[src/rtl/lru_page_replacement_top_defines.svh]
// Assertion macros for the LRU page replacement block.
// Used by the top level only; no other dependencies.
`ifndef LRU_PAGE_REPLACEMENT_TOP_DEFINES_SVH
`define LRU_PAGE_REPLACEMENT_TOP_DEFINES_SVH

// Same-cycle implication, disabled while reset is asserted.
`define LRP_ASSERT_SAME(label, clk, rst_n, ante, cons) \
    label: assert property (@(posedge clk) disable iff (!(rst_n)) (ante) |-> (cons)) \
        else $error("lru_page_replacement: same-cycle check failed");

// Next-cycle implication, disabled while reset is asserted.
`define LRP_ASSERT_NEXT(label, clk, rst_n, ante, cons) \
    label: assert property (@(posedge clk) disable iff (!(rst_n)) (ante) |=> (cons)) \
        else $error("lru_page_replacement: next-cycle check failed");

`endif

[src/rtl/lrp_pkg.sv]
// Shared types and constants of the LRU page replacement block.
// No dependencies; imported by lrp_lookup, lrp_frames and the top level.
`default_nettype none

package lrp_pkg;

    localparam int PAGE_W  = 16;  // page_number and evicted_page ports
    localparam int SLOT_W  = 3;   // frame_slot port
    localparam int CFG_W   = 4;   // frames_in_use register
    localparam int FAULT_W = 16;  // fault_total port

    localparam logic [CFG_W-1:0]   FRAMES_RESET = 4'd3;
    localparam logic [FAULT_W-1:0] FAULT_MAX    = 16'hFFFF;

    // Outcome of one lookup, passed from the lookup logic to the frame store.
    typedef struct packed {
        logic hit;    // page resident in an active frame
        logic evict;  // miss with no empty frame: victim replaced
    } t_lkp_flags;

endpackage

`default_nettype wire

[src/rtl/lrp_lookup.sv]
// Combinational lookup: tag match, first empty frame and LRU victim.
// Depends on lrp_pkg (t_lkp_flags).
`default_nettype none

module lrp_lookup
    import lrp_pkg::*;
#(
    parameter int MAX_FRAMES = 8,
    parameter int PAGE_BITS  = 16,
    parameter int IW         = 3,
    parameter int CW         = 4
) (
    input  wire logic [PAGE_BITS-1:0] i_tag,
    input  wire logic [CW-1:0]        i_frames,
    input  wire logic [PAGE_BITS-1:0] i_frame_page [MAX_FRAMES],
    input  wire logic [MAX_FRAMES-1:0] i_frame_valid,
    input  wire logic [IW-1:0]        i_rank [MAX_FRAMES],
    output t_lkp_flags                o_flags,
    output logic [IW-1:0]             o_slot,
    output logic [PAGE_BITS-1:0]      o_evict_page
);

    logic [MAX_FRAMES-1:0] in_use;
    logic [MAX_FRAMES-1:0] match;
    logic [MAX_FRAMES-1:0] empty;
    logic [MAX_FRAMES-1:0] victim;
    logic [IW-1:0]         hit_idx;
    logic [IW-1:0]         empty_idx;
    logic [IW-1:0]         victim_idx;
    logic [PAGE_BITS-1:0]  victim_page;

    always_comb begin
        for (int i = 0; i < MAX_FRAMES; i++) begin
            in_use[i] = (CW'(i) < i_frames);
            match[i]  = in_use[i] && i_frame_valid[i] && (i_frame_page[i] == i_tag);
            empty[i]  = in_use[i] && !i_frame_valid[i];
        end
    end

    // Victim: the active frame whose rank is below every other active rank.
    always_comb begin
        for (int i = 0; i < MAX_FRAMES; i++) begin
            victim[i] = in_use[i];
            for (int j = 0; j < MAX_FRAMES; j++) begin
                if (j != i && in_use[j] && (i_rank[j] < i_rank[i])) begin
                    victim[i] = 1'b0;
                end
            end
        end
    end

    // Lowest index wins for matches and empty frames.
    always_comb begin
        hit_idx     = '0;
        empty_idx   = '0;
        victim_idx  = '0;
        victim_page = '0;
        for (int i = MAX_FRAMES - 1; i >= 0; i--) begin
            if (match[i]) begin
                hit_idx = IW'(i);
            end
            if (empty[i]) begin
                empty_idx = IW'(i);
            end
        end
        for (int i = 0; i < MAX_FRAMES; i++) begin
            if (victim[i]) begin
                victim_idx  = victim_idx | IW'(i);
                victim_page = victim_page | i_frame_page[i];
            end
        end
    end

    always_comb begin
        o_flags.hit   = |match;
        o_flags.evict = !(|match) && !(|empty);
        if (o_flags.hit) begin
            o_slot = hit_idx;
        end else if (|empty) begin
            o_slot = empty_idx;
        end else begin
            o_slot = victim_idx;
        end
        o_evict_page = o_flags.evict ? victim_page : '0;
    end

endmodule

`default_nettype wire

[src/rtl/lrp_frames.sv]
// Frame store: page tags, valid marks and recency ranks with LRU update.
// Depends on lrp_pkg (t_lkp_flags).
`default_nettype none

module lrp_frames
    import lrp_pkg::*;
#(
    parameter int MAX_FRAMES = 8,
    parameter int PAGE_BITS  = 16,
    parameter int IW         = 3
) (
    input  wire logic                  i_clk,
    input  wire logic                  i_rst_n,
    input  wire logic                  i_update,
    input  wire logic                  i_clear,
    input  wire logic [PAGE_BITS-1:0]  i_tag,
    input  wire t_lkp_flags            i_flags,
    input  wire logic [IW-1:0]         i_slot,
    output logic [PAGE_BITS-1:0]       o_frame_page [MAX_FRAMES],
    output logic [MAX_FRAMES-1:0]      o_frame_valid,
    output logic [IW-1:0]              o_rank [MAX_FRAMES]
);

    localparam logic [IW-1:0] RANK_NEWEST = IW'(MAX_FRAMES - 1);

    logic [PAGE_BITS-1:0]  r_page [MAX_FRAMES];
    logic [MAX_FRAMES-1:0] r_valid;
    logic [IW-1:0]         r_rank [MAX_FRAMES];
    logic [IW-1:0]         n_rank [MAX_FRAMES];
    logic [IW-1:0]         old_rank;

    // Move the used frame to newest; close the gap above its old rank.
    always_comb begin
        old_rank = r_rank[i_slot];
        for (int i = 0; i < MAX_FRAMES; i++) begin
            if (IW'(i) == i_slot) begin
                n_rank[i] = RANK_NEWEST;
            end else if (r_rank[i] > old_rank) begin
                n_rank[i] = r_rank[i] - IW'(1);
            end else begin
                n_rank[i] = r_rank[i];
            end
        end
    end

    always_ff @(posedge i_clk) begin
        if (!i_rst_n) begin
            r_valid <= '0;
            for (int i = 0; i < MAX_FRAMES; i++) begin
                r_rank[i] <= IW'(i);
            end
        end else if (i_update) begin
            if (i_clear) begin
                r_valid <= '0;
                for (int i = 0; i < MAX_FRAMES; i++) begin
                    r_rank[i] <= IW'(i);
                end
            end else begin
                r_rank <= n_rank;
                if (!i_flags.hit) begin
                    r_valid[i_slot] <= 1'b1;
                end
            end
        end
    end

    // Tags carry no reset; they are only read behind a valid mark.
    always_ff @(posedge i_clk) begin
        if (i_update && !i_flags.hit) begin
            r_page[i_slot] <= i_tag;
        end
    end

    assign o_frame_page  = r_page;
    assign o_frame_valid = r_valid;
    assign o_rank        = r_rank;

endmodule

`default_nettype wire

[src/rtl/lru_page_replacement_top.sv]
// Top level of the LRU page replacement block: input register, lookup, result register.
// Depends on lrp_pkg, lrp_lookup, lrp_frames and lru_page_replacement_top_defines.svh.
//
//   channel  | direction | handshake                    | payload
//   ---------+-----------+------------------------------+-------------------------------------
//   in       | to block  | i_in_valid / o_in_stall      | i_page_number, i_last_access
//   out      | from block| o_out_valid / i_out_stall    | o_hit, o_frame_slot, o_evicted_valid,
//            |           |                              | o_evicted_page, o_fault_total
//   cfg      | to block  | i_cfg_valid / o_cfg_ready    | i_cfg_data (frames_in_use)
//
// Input and result registers; one transaction per cycle while i_out_stall is low.
// The combinational path is the tag compare plus rank update between the input and
// result registers, and the frame state is updated on the same edge as the result.
// Reset is synchronous: frames empty, ranks equal frame index, fault count zero,
// frames_in_use = 3. A stall on the output backs up into the input register and then
// into o_in_stall in the same cycle; no transaction is dropped.
`default_nettype none

`include "lru_page_replacement_top_defines.svh"

module lru_page_replacement_top
    import lrp_pkg::*;
#(
    parameter int MAX_FRAMES = 8,
    parameter int PAGE_BITS  = 16
) (
    input  wire logic               i_clk,
    input  wire logic               i_rst_n,
    // input transactions
    input  wire logic               i_in_valid,
    output logic                    o_in_stall,
    input  wire logic [PAGE_W-1:0]  i_page_number,
    input  wire logic               i_last_access,
    // result transactions
    output logic                    o_out_valid,
    input  wire logic               i_out_stall,
    output logic                    o_hit,
    output logic [SLOT_W-1:0]       o_frame_slot,
    output logic                    o_evicted_valid,
    output logic [PAGE_W-1:0]       o_evicted_page,
    output logic [FAULT_W-1:0]      o_fault_total,
    // configuration
    input  wire logic               i_cfg_valid,
    output logic                    o_cfg_ready,
    input  wire logic [CFG_W-1:0]   i_cfg_data
);

    localparam int IW    = (MAX_FRAMES > 1) ? $clog2(MAX_FRAMES) : 1;
    localparam int CW    = $clog2(MAX_FRAMES + 1);
    localparam int CMP_W = (CW > CFG_W) ? CW : CFG_W;

    // Configuration register and the clamped active frame count.
    logic [CFG_W-1:0] r_frames_cfg;
    logic [CW-1:0]    active_frames;

    // Input register.
    logic                 r_s1_valid;
    logic [PAGE_BITS-1:0] r_s1_tag;
    logic                 r_s1_last;

    // Result register.
    logic                 r_out_valid;
    logic                 r_out_hit;
    logic [SLOT_W-1:0]    r_out_slot;
    logic                 r_out_evict;
    logic [PAGE_W-1:0]    r_out_evict_page;
    logic [FAULT_W-1:0]   r_out_fault;

    logic [FAULT_W-1:0]   r_fault;
    logic [FAULT_W-1:0]   n_fault;

    logic in_accept;
    logic out_accept;
    logic s1_adv;

    logic [PAGE_BITS-1:0]  frame_page [MAX_FRAMES];
    logic [MAX_FRAMES-1:0] frame_valid;
    logic [IW-1:0]         frame_rank [MAX_FRAMES];
    t_lkp_flags            lkp_flags;
    logic [IW-1:0]         lkp_slot;
    logic [PAGE_BITS-1:0]  lkp_evict_page;

    // Handshakes: the input register moves on when the result register is free
    // or is being emptied in this cycle.
    assign out_accept  = r_out_valid && !i_out_stall;
    assign s1_adv      = r_s1_valid && (!r_out_valid || !i_out_stall);
    assign o_in_stall  = r_s1_valid && r_out_valid && i_out_stall;
    assign in_accept   = i_in_valid && !o_in_stall;
    assign o_cfg_ready = 1'b1;

    // Clamp the frame count: zero acts as one, anything above the array size as all.
    always_comb begin
        if (r_frames_cfg == '0) begin
            active_frames = CW'(1);
        end else if (CMP_W'(r_frames_cfg) > CMP_W'(MAX_FRAMES)) begin
            active_frames = CW'(MAX_FRAMES);
        end else begin
            active_frames = CW'(r_frames_cfg);
        end
    end

    always_ff @(posedge i_clk) begin
        if (!i_rst_n) begin
            r_frames_cfg <= FRAMES_RESET;
        end else if (i_cfg_valid && o_cfg_ready) begin
            r_frames_cfg <= i_cfg_data;
        end
    end

    // Input register: hold while blocked, load on each accepted transaction.
    always_ff @(posedge i_clk) begin
        if (!i_rst_n) begin
            r_s1_valid <= 1'b0;
        end else if (in_accept) begin
            r_s1_valid <= 1'b1;
        end else if (s1_adv) begin
            r_s1_valid <= 1'b0;
        end
    end

    always_ff @(posedge i_clk) begin
        if (in_accept) begin
            r_s1_tag  <= PAGE_BITS'(i_page_number);
            r_s1_last <= i_last_access;
        end
    end

    lrp_lookup #(
        .MAX_FRAMES (MAX_FRAMES),
        .PAGE_BITS  (PAGE_BITS),
        .IW         (IW),
        .CW         (CW)
    ) u_lookup (
        .i_tag         (r_s1_tag),
        .i_frames      (active_frames),
        .i_frame_page  (frame_page),
        .i_frame_valid (frame_valid),
        .i_rank        (frame_rank),
        .o_flags       (lkp_flags),
        .o_slot        (lkp_slot),
        .o_evict_page  (lkp_evict_page)
    );

    // Frame state advances on the same edge that the result is registered;
    // a last-access transaction wipes it instead.
    lrp_frames #(
        .MAX_FRAMES (MAX_FRAMES),
        .PAGE_BITS  (PAGE_BITS),
        .IW         (IW)
    ) u_frames (
        .i_clk         (i_clk),
        .i_rst_n       (i_rst_n),
        .i_update      (s1_adv),
        .i_clear       (r_s1_last),
        .i_tag         (r_s1_tag),
        .i_flags       (lkp_flags),
        .i_slot        (lkp_slot),
        .o_frame_page  (frame_page),
        .o_frame_valid (frame_valid),
        .o_rank        (frame_rank)
    );

    // Fault count: bump on a miss, saturate at full scale.
    always_comb begin
        if (lkp_flags.hit || r_fault == FAULT_MAX) begin
            n_fault = r_fault;
        end else begin
            n_fault = r_fault + FAULT_W'(1);
        end
    end

    always_ff @(posedge i_clk) begin
        if (!i_rst_n) begin
            r_fault <= '0;
        end else if (s1_adv) begin
            r_fault <= r_s1_last ? '0 : n_fault;
        end
    end

    // Result register: load when the input register advances, drop when taken.
    always_ff @(posedge i_clk) begin
        if (!i_rst_n) begin
            r_out_valid <= 1'b0;
        end else if (s1_adv) begin
            r_out_valid <= 1'b1;
        end else if (out_accept) begin
            r_out_valid <= 1'b0;
        end
    end

    always_ff @(posedge i_clk) begin
        if (s1_adv) begin
            r_out_hit        <= lkp_flags.hit;
            r_out_slot       <= SLOT_W'(lkp_slot);
            r_out_evict      <= lkp_flags.evict;
            r_out_evict_page <= PAGE_W'(lkp_evict_page);
            r_out_fault      <= n_fault;
        end
    end

    assign o_out_valid     = r_out_valid;
    assign o_hit           = r_out_hit;
    assign o_frame_slot    = r_out_slot;
    assign o_evicted_valid = r_out_evict;
    assign o_evicted_page  = r_out_evict_page;
    assign o_fault_total   = r_out_fault;

    // An eviction only ever comes with a miss.
    `LRP_ASSERT_SAME(a_evict_on_miss, i_clk, i_rst_n, r_out_valid && r_out_evict, !r_out_hit)

    // A last-access transaction leaves the fault count cleared.
    `LRP_ASSERT_NEXT(a_last_clears, i_clk, i_rst_n, s1_adv && r_s1_last, r_fault == '0)

    // Within a reference string the fault count never falls.
    `LRP_ASSERT_NEXT(a_fault_monotonic, i_clk, i_rst_n, s1_adv && !r_s1_last, r_fault >= $past(r_fault))

endmodule

`default_nettype wire
[config.mk]
export PLATFORM = sky130hd
export DESIGN_NAME = lru_page_replacement_top
export DESIGN_NICKNAME = d
export VERILOG_FILES = /design/src/rtl/lrp_pkg.sv /design/src/rtl/lrp_lookup.sv /design/src/rtl/lrp_frames.sv /design/src/rtl/lru_page_replacement_top.sv
export VERILOG_INCLUDE_DIRS = /design/src /design/src/rtl
export SDC_FILE = /design/constraint.sdc
export NUM_CORES = 1
export LEC_CHECK = 0
export ABC_AREA = 1
export ABC_CLOCK_PERIOD_IN_PS = 4300
export BUFFER_PORTS_ARGS = -buffer_cell sky130_fd_sc_hd__buf_4
export CELL_PAD_IN_SITES_DETAIL_PLACEMENT = 1
export CELL_PAD_IN_SITES_GLOBAL_PLACEMENT = 1
export CORE_ASPECT_RATIO = 0.5
export CORE_UTILIZATION = 42
export DETAILED_ROUTE_END_ITERATION = 12
export GPL_TIMING_DRIVEN = 0
export PLACE_DENSITY_LB_ADDON = 0.1
export SETUP_SLACK_MARGIN = 0.5
export SKIP_CTS_REPAIR_TIMING = 1
export SYNTH_ARGS = -nofsm -noshare
export SYNTH_HDL_FRONTEND = slang
export SYNTH_HIERARCHICAL = 1
export SYNTH_SLANG_ARGS = --single-unit
[constraint.sdc]
create_clock -name i_clk -period 4.3 [get_ports i_clk]
set_input_delay 0.86 -clock i_clk [delete_from_list [all_inputs] [get_ports i_clk]]
set_output_delay 0.86 -clock i_clk [all_outputs]
set_load 0.05 [all_outputs]
==> key figures <==
Synthesis
  • Main synth FF type: edfxtp_1
  • Ranking of synthesized cells by area: edfxtp_1 34%, nand2_1 15%, ha_1 9.0%, dfxtp_1 6.7%, nor2_1 6.5%
  • Mapped Area: 16200 um^2
  • Register area share after synthesis: 40.3%
  • Synth cell types: 47
  • Cell taking the most area after synthesis: edfxtp_1
  • Cell count after synthesis: 2177
  • FFs w/ async S/R, synth: 0%
  • Seq cells post-synth: 236
  • Top-area cell type share of the netlist area: 33.7%
  • Syn_area_per_cell: 7.46 um^2
  • Synth Warn #: 6
  • Synth Net Count: 2320
  • Number of synthesized flops with an enable pin: 182

Power and ir drop
  • Int Power: 4.42 mW
  • Clock Power Share: 30.7%
  • Leak: 9.24 nW
  • Pwr dens: 328 nW/um^2
  • Combinational Power Share: 30.6%
  • Net Sw Frac: 35.4%
  • Seq pwr share: 38.7%
  • Peak supply drop: 0.294 mV
  • Total power: 6.84 mW
  • Sw Pwr: 2.43 mW

Critical path
  • WS Path Type: flip-flop to flip-flop
  • Setup crit end kind: flip-flop
  • Required @ worst endpoint: 4.71 ns
  • CP Max Fanout: 8
  • Arrival @ worst endpoint: 4.57 ns
  • Critical path startpoint category: flip-flop

Timing
  • Setup TNS: 0 ns
  • Worst Max-Slew Pin Slew: 0.849 ns
  • Final Hold Fails: 0
  • Unrepaired setup endpoints after global routing: true
  • Worst clock skew: 0.0127 ns
  • Final Cycle Share: 96.8%
  • Final slew viol count: 0
  • Worst slew margin: 43.4%
  • Final setup fails: 0
  • Tmin final: 4.16 ns
  • Fmax: 0.240 GHz

Place
  • Hpwl dp: 49600 um
  • Cell Area, Placed: 17500 um^2
  • Port bufs: 64
  • Final GP Congestion: 0.978

Routing
  • WL/cell: 22.9 um
  • DR DRC count: 0
  • Total routed wirelength: 67500 um
  • Initial drt markers: 1471
  • Via density: 5.53
  • Remaining antenna violation count: 0
  • Vias: 16300
  • First-pass DRT Iterations: 5

Job
  • # Max-Cap Violations: 0

Floorplan
  • Die span in x: 280 um
  • Initial core utilization: 43.0%
  • Chip Height: 141 um
  • I/O pin cnt: 66
  • DIE AREA: 39500 um^2
  • Row count: 50
  • CORE AREA: 37700 um^2

Global routing
  • GRT Residual Overflow: 0
  • Total GRT Usage: 31.7%
  • Largest net degree at the start of global routing: 42
  • Vias in the first global route: 15200
  • First-pass GRT wire length: 92400 um
  • Initial antenna violation count: 0

Clocking
  • CTS Buf Count: 25
  • Clock Latency Late Sink: 0.56 ns
  • H-tree depth: 1
  • Clock root buffer: clkbuf_16
  • Clock Pin Slew Worst Setup and Hold Paths: 0.07 ns
  • Clk buf depth: 3
  • CTS tree: done
  • # clock sinks: 236

Outcome
  • Status: completed

Finish
  • Share of cells above drive strength 1: 24.3%
  • Design Area, Final: 20900 um^2
  • Area delta synth->final: 28.7%
  • # nets final: 2549
  • Antenna fix cells: 0

Min path
  • Hold Crit Class: input port to flip-flop
state kept, by name (all words and copies together) (netlist names):
signal,flops
o_evicted_page,16
o_out_valid,1
o_fault_total,16
r_fault,16
r_frames_cfg,4
u_frames/o_frame_page,128
u_frames/o_rank,24
o_frame_slot,3
r_s1_valid,1
o_evicted_valid,1
r_s1_last,1
o_hit,1
u_frames/o_frame_valid,8
r_s1_tag,16
layout by cell type (no fill, tap or decap), types with 10 or more instances in the layout:
| cell type | Yosys | layout |
|---|---|---|
| nor2_2 | 12 | 32 |
| nand3_1 | 198 | 182 |
| and2_1 | 15 | 15 |
| o21ai_1 | 13 | 22 |
| nor2_1 | 282 | 246 |
| buf_4 | 13 | 180 |
| buf_12 | 0 | 20 |
| inv_1 | 245 | 226 |
| inv_2 | 24 | 23 |
| nand2_4 | 6 | 21 |
| xnor2_1 | 23 | 18 |
| clkbuf_16 | 0 | 25 |
| dfxtp_4 | 0 | 14 |
| ha_1 | 117 | 84 |
| a21oi_1 | 89 | 78 |
| nand3_2 | 2 | 16 |
| nand2_1 | 641 | 593 |
| nor2_4 | 12 | 28 |
| edfxtp_1 | 182 | 182 |
| o21ai_0 | 82 | 64 |
| ha_4 | 0 | 33 |
| nand3b_1 | 13 | 13 |
| clkinvlp_4 | 0 | 14 |
| clkbuf_1 | 8 | 10 |
| buf_6 | 4 | 19 |
| nand4_1 | 34 | 34 |
| nand2_2 | 21 | 52 |
| dfxtp_1 | 54 | 32 |
| a21oi_2 | 2 | 13 |
path summary, 6_finish.rpt:
kind,startpoint,endpoint,slack (ns),depth (start not counted)
setup / recovery,u_frames/o_rank[14],u_frames/o_rank[11],0.14,27
hold / removal,i_page_number[12],r_s1_tag[12],0.48,1
setup reg to reg,u_frames/o_rank[14],u_frames/o_rank[11],0.14,27
hold reg to reg,r_frames_cfg[0],r_frames_cfg[0],0.49,2
kinds of logic (layout without fill, tap and decap cells):
kind of cell             Yosys count  count (layout)  share of synthesized area [%]
buffers and inverters            317             563                           7.95
flip-flops                       236             236                           40.3
AO/OA/AOI/OAI                    213             213                           7.28
other                              1               1                         0.0231
adder cells (fa/ha/maj)          117             117                           9.02
AND/OR/NAND/NOR                 1263            1263                           33.7
XOR/XNOR                          30              30                           1.67
layer usage:
layer / vias up / GRT usage (%) / routed length [um]
met5: - / 0 / 0
li1: 7596 / - / -
met4: 0 / 7.94 / 1940
met2: 584 / 49.4 / 29900
met1: 7968 / 45.1 / 30600
met3: 123 / 5.95 / 5030
synth_stat cells (3+ instances only):
master / count
xnor2_1: 23
clkbuf_1: 8
o2111ai_1: 5
nand2_4: 6
or2_2: 9
o21ai_0: 82
dfxtp_1: 54
ha_1: 117
o21ai_2: 3
nand3b_1: 13
nor2_1: 282
inv_1: 245
buf_6: 4
inv_2: 24
nand3_1: 198
o22ai_1: 4
a21oi_1: 89
nand2_1: 641
xor2_1: 6
clkinv_1: 6
nand4_1: 34
buf_4: 13
nor2_2: 12
a31oi_1: 3
nor2_4: 12
o21ai_1: 13
nand2_2: 21
o211ai_1: 3
nor3_1: 11
buf_2: 17
edfxtp_1: 182
and2_1: 15
power groups by stage:
| stage | Clock (mW) | Combinational, mW | Sequential (mW) |
|---|---|---|---|
| 2_1_floorplan | 0 | 0.996 | 2.68 |
| 3_3_place_gp | 0 | 1.45 | 2.71 |
| 3_5_place_dp | 0 | 1.51 | 2.71 |
| 4_1_cts | 2.13 | 1.52 | 2.66 |
| 5_1_grt | 2.20 | 2.26 | 2.65 |
| 6_report | 2.10 | 2.09 | 2.65 |
cell type report:
| type | instances | area [um^2] |
|---|---|---|
| repair buffers | 201 | 1800 |
| flip-flops and latches | 236 | 6610 |
| inverters | 275 | 1120 |
| clock inverters | 14 | 87.6 |
| multi-input cells | 1624 | 9580 |
| plain buffers | 42 | 369 |
| well taps | 520 | 651 |
| fillers | 4638 | 16800 |
| clock buffers | 30 | 664 |
| repair inverters | 1 | 7.51 |
critical path: stages, from the launching register on:
cell,delay (ns)
dfxtp_4,0.42
inv_1,0.12
ha_1,0.35
nand2_1,0.10
nor2_1,0.05
nor2_1,0.18
nor2_1,0.09
nor2_1,0.20
nand3_2,0.13
nor2_4,0.17
inv_4,0.10
nand4_1,0.13
nand2_2,0.09
nand3_4,0.17
inv_4,0.06
nor2_4,0.24
buf_6,0.14
nand2_1,0.04
o2111ai_1,0.07
nand2_1,0.13
nand2_4,0.23
ha_1,0.29
nand3_1,0.08
nand2_1,0.08
nand2_2,0.10
nand2_4,0.09
nand2_2,0.08
nand3_1,0.06
metrics by stage:
stage,worst slack [ns],util [%],cells,hold WS (ns)
final,0.139,55.4,2943,0.477
after global routing,-0.0774,55.4,2943,0.467
after CTS,-1.40,48.3,2811,0.458
after detailed placement,-1.36,46.3,2767,0.460
after global placement,-1.51,46.0,2761,0.455
after floorplan,0.527,-,2177,0.430
(Power assumes the default switching activity.)
